## config.mk

```make
export PLATFORM = sky130hd
export DESIGN_NAME = barrett_constant_generator
export DESIGN_NICKNAME = d
export VERILOG_FILES = /design/src/design/bcg_pkg.sv /design/src/design/bcg_norm.sv /design/src/design/bcg_div.sv /design/src/design/barrett_constant_generator.sv
export SDC_FILE = /design/constraint.sdc
export NUM_CORES = 1
export LEC_CHECK = 0
export ABC_AREA = 1
export BUFFER_PORTS_ARGS = -buffer_cell sky130_fd_sc_hd__clkbuf_2
export CAP_MARGIN = 30
export CORE_MARGIN = 4
export CORE_UTILIZATION = 39
export CTS_BUF_LIST = sky130_fd_sc_hd__clkbuf_8
export DETAILED_ROUTE_END_ITERATION = 6
export GPL_TIMING_DRIVEN = 0
export PLACE_DENSITY_LB_ADDON = 0.15
export SETUP_SLACK_MARGIN = 0.02
export SYNTH_ARGS = -nofsm -noshare
export SYNTH_HDL_FRONTEND = slang
export SYNTH_SLANG_ARGS = --single-unit
```

## constraint.sdc

```tcl
create_clock -name clk -period 2.7 [get_ports clk]
set_input_delay 0.135 -clock clk [delete_from_list [all_inputs] [get_ports clk]]
set_output_delay 0.135 -clock clk [all_outputs]
set_load 0.03 [all_outputs]
```

## src/design/bcg_pkg.sv

```systemverilog
// Package for the Barrett constant generator: field widths and fixed constants.
// Used by bcg_norm, bcg_div and barrett_constant_generator. No dependencies.
package bcg_pkg;

    localparam int MOD_PORT_W        = 64;   // width of the modulus ports
    localparam int DEF_MODULUS_WIDTH = 64;   // default working width of q
    localparam int MU_FRAC_BITS      = 35;
    localparam int MU_W              = 37;   // mu field, bits 0..36
    localparam int K_W               = 6;
    localparam int K_OFFSET          = 6;
    localparam int PACKED_W          = MU_W + K_W;
    localparam int MIN_MODULUS       = 32;

endpackage : bcg_pkg

```

## src/design/bcg_norm.sv

```systemverilog
// Normalizer: shifts q left one bit per cycle while en is high, until its top bit is set, and
// counts the shifts. Depends on bcg_pkg.
module bcg_norm #(
    parameter int MODULUS_WIDTH = bcg_pkg::DEF_MODULUS_WIDTH
) (
    input  logic                              clk,
    input  logic                              rst_n,
    input  logic                              load,
    input  logic                              en,
    input  logic [MODULUS_WIDTH-1:0]          q_in,
    output logic [MODULUS_WIDTH-1:0]          qn,
    output logic [$clog2(MODULUS_WIDTH)-1:0]  shift_cnt,
    output logic                              norm_done
);
    import bcg_pkg::*;

    localparam int SW = $clog2(MODULUS_WIDTH);

    logic [MODULUS_WIDTH-1:0] qn_reg, qn_next;
    logic [SW-1:0]            cnt_reg, cnt_next;

    always_comb
    begin
        qn_next  = qn_reg;
        cnt_next = cnt_reg;
        if (load)
        begin
            qn_next  = q_in;
            cnt_next = '0;
        end
        else if (en && !qn_reg[MODULUS_WIDTH-1])
        begin
            qn_next  = {qn_reg[MODULUS_WIDTH-2:0], 1'b0};
            cnt_next = cnt_reg + SW'(1);
        end
    end

    always_ff @(posedge clk or negedge rst_n)
    begin
        if (!rst_n)
        begin
            cnt_reg <= '0;
        end
        else
        begin
            cnt_reg <= cnt_next;
        end
    end

    always_ff @(posedge clk)
    begin
        qn_reg <= qn_next;
    end

    assign qn        = qn_reg;
    assign shift_cnt = cnt_reg;
    assign norm_done = qn_reg[MODULUS_WIDTH-1];

endmodule : bcg_norm

```

## src/design/bcg_div.sv

```systemverilog
// Restoring divider: floor(2^(W+35) / d) for a normalized divisor d, one
// quotient bit per cycle, 37 quotient bits in all. Depends on bcg_pkg.
module bcg_div #(
    parameter int MODULUS_WIDTH = bcg_pkg::DEF_MODULUS_WIDTH
) (
    input  logic                        clk,
    input  logic                        rst_n,
    input  logic                        start,
    input  logic [MODULUS_WIDTH-1:0]    divisor,
    output logic [bcg_pkg::MU_W-1:0]    quotient,
    output logic                        done
);
    import bcg_pkg::*;

    localparam int CW = $clog2(MU_W);

    logic [MODULUS_WIDTH-1:0] rem_reg, rem_next;
    logic [MU_W-1:0]          quo_reg, quo_next;
    logic [CW-1:0]            cnt_reg, cnt_next;
    logic                     busy_reg, busy_next;
    logic                     done_reg, done_next;
    logic [MODULUS_WIDTH:0]   rem_dbl;
    logic [MODULUS_WIDTH:0]   diff;

    // numerator 2^(W+35): its part above the 37 quotient bits is 2^(W-2)
    assign rem_dbl = {rem_reg, 1'b0};
    assign diff    = rem_dbl - {1'b0, divisor};

    always_comb
    begin
        rem_next  = rem_reg;
        quo_next  = quo_reg;
        cnt_next  = cnt_reg;
        busy_next = busy_reg;
        done_next = 1'b0;
        if (start)
        begin
            rem_next  = MODULUS_WIDTH'(1) << (MODULUS_WIDTH - 2);
            quo_next  = '0;
            cnt_next  = '0;
            busy_next = 1'b1;
        end
        else if (busy_reg)
        begin
            if (!diff[MODULUS_WIDTH])
            begin
                rem_next = diff[MODULUS_WIDTH-1:0];
                quo_next = {quo_reg[MU_W-2:0], 1'b1};
            end
            else
            begin
                rem_next = rem_dbl[MODULUS_WIDTH-1:0];
                quo_next = {quo_reg[MU_W-2:0], 1'b0};
            end
            cnt_next = cnt_reg + CW'(1);
            if (cnt_reg == CW'(MU_W - 1))
            begin
                busy_next = 1'b0;
                done_next = 1'b1;
            end
        end
    end

    always_ff @(posedge clk or negedge rst_n)
    begin
        if (!rst_n)
        begin
            cnt_reg  <= '0;
            busy_reg <= 1'b0;
            done_reg <= 1'b0;
        end
        else
        begin
            cnt_reg  <= cnt_next;
            busy_reg <= busy_next;
            done_reg <= done_next;
        end
    end

    always_ff @(posedge clk)
    begin
        rem_reg <= rem_next;
        quo_reg <= quo_next;
    end

    assign quotient = quo_reg;
    assign done     = done_reg;

endmodule : bcg_div

```

## src/design/barrett_constant_generator.sv

```systemverilog
// Top level of the Barrett constant generator: sequencer and result registers.
// Depends on bcg_pkg, bcg_norm and bcg_div.
//
//  channel | ports                                        | handshake
//  --------+----------------------------------------------+---------------------------
//  in      | modulus                                      | start & !busy accepts item
//  out     | modulus_word packed_word zero_word mu_value  | done high for one cycle
//          | shift_k invalid                              |
//
// One item at a time. A valid modulus is first normalized, its leading zeros
// within MODULUS_WIDTH being shifted out one per cycle by the normalizer, and
// then passes through the bit-serial divider.
// A modulus below 32 gives its zero result in the cycle after accept.
// Reset clears the sequencer; the result strobe cannot be stalled.
module barrett_constant_generator #(
    parameter int MODULUS_WIDTH = bcg_pkg::DEF_MODULUS_WIDTH
) (
    input  logic                            clk,
    input  logic                            rst_n,
    input  logic                            start,
    input  logic [bcg_pkg::MOD_PORT_W-1:0]  modulus,
    output logic                            busy,
    output logic                            done,
    output logic [bcg_pkg::MOD_PORT_W-1:0]  modulus_word,
    output logic [bcg_pkg::PACKED_W-1:0]    packed_word,
    output logic                            zero_word,
    output logic [bcg_pkg::MU_W-1:0]        mu_value,
    output logic [bcg_pkg::K_W-1:0]         shift_k,
    output logic                            invalid
);
    import bcg_pkg::*;

    localparam int SW = $clog2(MODULUS_WIDTH);

    typedef enum logic [1:0] {
        ST_IDLE,
        ST_NORM,
        ST_DIV
    } state_t;

    state_t                   state_reg;
    logic                     done_reg;
    logic [MOD_PORT_W-1:0]    mod_reg;
    logic [MU_W-1:0]          mu_reg;
    logic [K_W-1:0]           k_reg;
    logic                     inv_reg;

    logic [MODULUS_WIDTH-1:0] q_in;
    logic                     accept;
    logic                     too_small;
    logic [MODULUS_WIDTH-1:0] qn;
    logic [SW-1:0]            shift_cnt;
    logic                     norm_done;
    logic                     div_start;
    logic [MU_W-1:0]          quotient;
    logic                     div_done;
    logic [K_W-1:0]           k_calc;

    assign q_in      = modulus[MODULUS_WIDTH-1:0];
    assign accept    = start && (state_reg == ST_IDLE);
    assign too_small = q_in < MODULUS_WIDTH'(MIN_MODULUS);
    assign div_start = (state_reg == ST_NORM) && norm_done;
    // k = bitlength - 6 = (W - 6) - leading zeros
    assign k_calc    = K_W'(MODULUS_WIDTH - K_OFFSET) - K_W'(shift_cnt);

    bcg_norm #(
        .MODULUS_WIDTH(MODULUS_WIDTH)
    ) u_norm (
        .clk       (clk),
        .rst_n     (rst_n),
        .load      (accept),
        .en        (state_reg == ST_NORM),
        .q_in      (q_in),
        .qn        (qn),
        .shift_cnt (shift_cnt),
        .norm_done (norm_done)
    );

    bcg_div #(
        .MODULUS_WIDTH(MODULUS_WIDTH)
    ) u_div (
        .clk      (clk),
        .rst_n    (rst_n),
        .start    (div_start),
        .divisor  (qn),
        .quotient (quotient),
        .done     (div_done)
    );

    always_ff @(posedge clk or negedge rst_n)
    begin
        if (!rst_n)
        begin
            state_reg <= ST_IDLE;
            done_reg  <= 1'b0;
            mod_reg   <= '0;
            mu_reg    <= '0;
            k_reg     <= '0;
            inv_reg   <= 1'b0;
        end
        else
        begin
            done_reg <= 1'b0;
            case (state_reg)
                ST_IDLE:
                begin
                    if (start)
                    begin
                        if (too_small)
                        begin
                            done_reg <= 1'b1;
                            mod_reg  <= '0;
                            mu_reg   <= '0;
                            k_reg    <= '0;
                            inv_reg  <= 1'b1;
                        end
                        else
                        begin
                            mod_reg   <= MOD_PORT_W'(q_in);
                            state_reg <= ST_NORM;
                        end
                    end
                end
                ST_NORM:
                begin
                    if (norm_done)
                    begin
                        state_reg <= ST_DIV;
                    end
                end
                ST_DIV:
                begin
                    if (div_done)
                    begin
                        done_reg  <= 1'b1;
                        mu_reg    <= quotient;
                        k_reg     <= k_calc;
                        inv_reg   <= 1'b0;
                        state_reg <= ST_IDLE;
                    end
                end
                default:
                begin
                    state_reg <= ST_IDLE;
                end
            endcase
        end
    end

    assign busy         = (state_reg != ST_IDLE);
    assign done         = done_reg;
    assign modulus_word = mod_reg;
    assign packed_word  = {k_reg, mu_reg};
    assign zero_word    = 1'b0;
    assign mu_value     = mu_reg;
    assign shift_k      = k_reg;
    assign invalid      = inv_reg;

endmodule : barrett_constant_generator
```

==> metrics <==
Slew Limit Fails 0; deepest clock path buffer count 3; WL final approximately 60000 um; first-pass GRT wire length around 94000 um; final instance area approximately 23000 sq um; DRT iter0 DRCs 1103; crit-path cells inv_1 > ha_2 > nand2_2 > nand2_2 > nand3_2 > nand2_2 > nand2_1 > nand2_2 > nand2_2 > nand2_4 > nand2_4 > nand2_2 > nand2_4 > nand2_8 > buf_4 > nand3_1 > nand2_1 > nand2_1; Worst EP required 3240 ps; most frequent cells in the layout 1102 x nand2_1, 408 x inv_1, 221 x clkbuf_2, 149 x nand3_1, 125 x dfrtp_1; DR vias ~17000; Cells after Synth between 2000 and 3000; antenna viol nets, final 0; Netlist cell types 45; vias in the first global route between 15000 and 20000; CP Class reg -> reg; Area after DPL approximately 20000 sq um; Slew @ Worst Pin about 930 ps; Hold Vio Cnt, Final 0; crit start category register; Die X ~220 um; Avg Inst Size Synth roughly 6.7 sq um; Total Routing Usage GR about a quarter; Critical Path Max Stage Delay ~380 ps; worst hold-check path type in -> reg; final setup skew approximately 39 ps; top cell type's share of synthesized area 24.18%; Synth Warn # 0; grt total ovfl 0; crit share post-route between 90% and 100%; Crit. End Element register; die area ~50000 sq um; DR vias/cell 4.747; biggest area consumer among synthesized cells nand2_1; CTS tree done; Final setup viols 0; Skew-Pair Late Insertion Delay roughly 650 ps; DR WL/cell between 15 and 20 um; DR DRC count 0; Seq/Total Area, Yosys between 30% and 40%; Starting Density between 30% and 40%; Crit path arrival time a little over 3000 ps; WHS approximately 120 ps; most common cell after layout, fill and taps aside nand2_1; relative max-transition margin a little under two fifths; Crit path top cell by count nand2_2; Mapped Area around 18000 sq um; f_max slightly below 0.4 GHz; Final nets approximately 3100; Pre-Repair DR Iteration Count 5; Max Cap Viol 0; clock root buffer clkbuf_8; Synth-to-Final Area Change 26.34%; critical path's slowest cell ha_2; largest net degree at the start of global routing 89; core box area approximately 45000 sq um; Die Y roughly 220 um; pre-CTS setup slack -572.2 ps; outcome finished, final reports clean; PortBufs 219; crit path max fanout 10; number of placement rows 78; layout cell share with drive strength beyond 1 between 10% and 20%; boundary pin count between 200 and 250; Reg clk slew, reported paths roughly 60 ps; Min Clock Period, post-route 2540 ps; initial antenna violation count 2; H-tree depth 2; CTS buffer count 49; GP Congestion 0.9588; Net Count, Synth 2794; RSZ-0062 raised after global routing yes; clock sinks 290; synthesized flop and latch total 290; Post-DP HPWL roughly 48000 um; worst setup slack after layout 160.1 ps; Area contributors post-synth nand2_1 24%, dfrtp_1 18%, dfxtp_1 11%
-- worst max-delay path: cells and delay by family, from the launching register on --
kind                       cells  cell delay, ps
adders and majority gates      1             380
buffers and inverters          2             270
DFF                            1             320
and+or+nand+nor               15            1450
-- final cells by class --
| class | count | area (sq um) |
|---|---|---|
| fillers | 4671 | 22760 |
| multi-input cells | 1842 | 9455 |
| flip-flops and latches | 290 | 7072 |
| repair buffers | 300 | 1923 |
| inverters | 418 | 1572 |
| clock buffers | 59 | 812.0 |
| well taps | 600 | 750.7 |
| plain buffers | 111 | 706.9 |
| clock inverters | 33 | 222.7 |
| diodes | 2 | 5.005 |
-- logic make-up (layout without fill, tap and decap cells) --
logic type / count (synthesis) / in the layout / share of synthesized area, %
xor gates and xnor gates: 32 / 32 / 1.572
and+or+nand+nor: 1523 / 1524 / 34.51
other: 1 / 3 / 0.02104
DFF: 290 / 290 / 39.67
AOI/OAI and AO/OA: 218 / 218 / 7.013
adders and majority gates: 67 / 67 / 4.745
buffers and inverters: 529 / 921 / 12.46
-- per-stage QoR --
| step | util [%] | setup TNS, ps | instances |
|---|---|---|---|
| 2_1_floorplan | - | 0 | 2660 |
| 3_3_place_gp | 43.45 | -185190 | 3479 |
| 3_5_place_dp | 43.58 | -68390 | 3481 |
| 4_1_cts | 47.81 | 0 | 3643 |
| 5_1_grt | 49.72 | -7.636 | 3653 |
| 6_report | 49.73 | 0 | 3655 |
-- final timing paths --
path	slack, ps	end	from	cells after the start
setup / recovery	160	u_div.rem_reg[55]	u_norm.qn[2]	18
hold / removal	120	mu_value[36]	start	5
setup reg to reg	160	u_div.rem_reg[55]	u_norm.qn[2]	18
hold reg to reg	470	mu_value[36]	u_div.quotient[36]	2
max in group asynchronous	1500	modulus_word[44]	rst_n	4
min in group asynchronous	510	modulus_word[22]	rst_n	3
-- metal layers --
metal	share of wire (%)	global-route usage, %
met1	47	32.98
met2	46	39.61
met3	4.1	3.072
met4	3.1	7.303
met5	0	0
-- cells in the mapped netlist, drive strengths merged --
library cell and n:
o21ai 96, clkbuf 29, o22ai 1, fa 1, buf 82, o21a 1
and2 4, and3 3, nand4 18, dfrtp 125, xor2 26, nand2 1161
o21bai 12, nor3 26, nand3 152, ha 66, clkinv 2, o211ai 1
a21oi 67, xnor2 6, nor4 7, conb 1, nand3b 8, o31ai 1
dfxtp 101, a21o 2, or2 3, a22oi 37, inv 416, nor2 141
edfxtp 64
-- timing repair --
item | CTS | global route
pin swaps | 4 | 13
buffers inserted | 2 | 10
setup endpoints to repair | 213 | 145
cloned | 1 | 0
gates resized for setup | 48 | 155
hold buffers | 67 | 0
endpoints found under the hold margin | 253 | 0
Power is not shown: default switching activity piles up to over one toggle a cycle in this logic, so the estimate is an artifact.
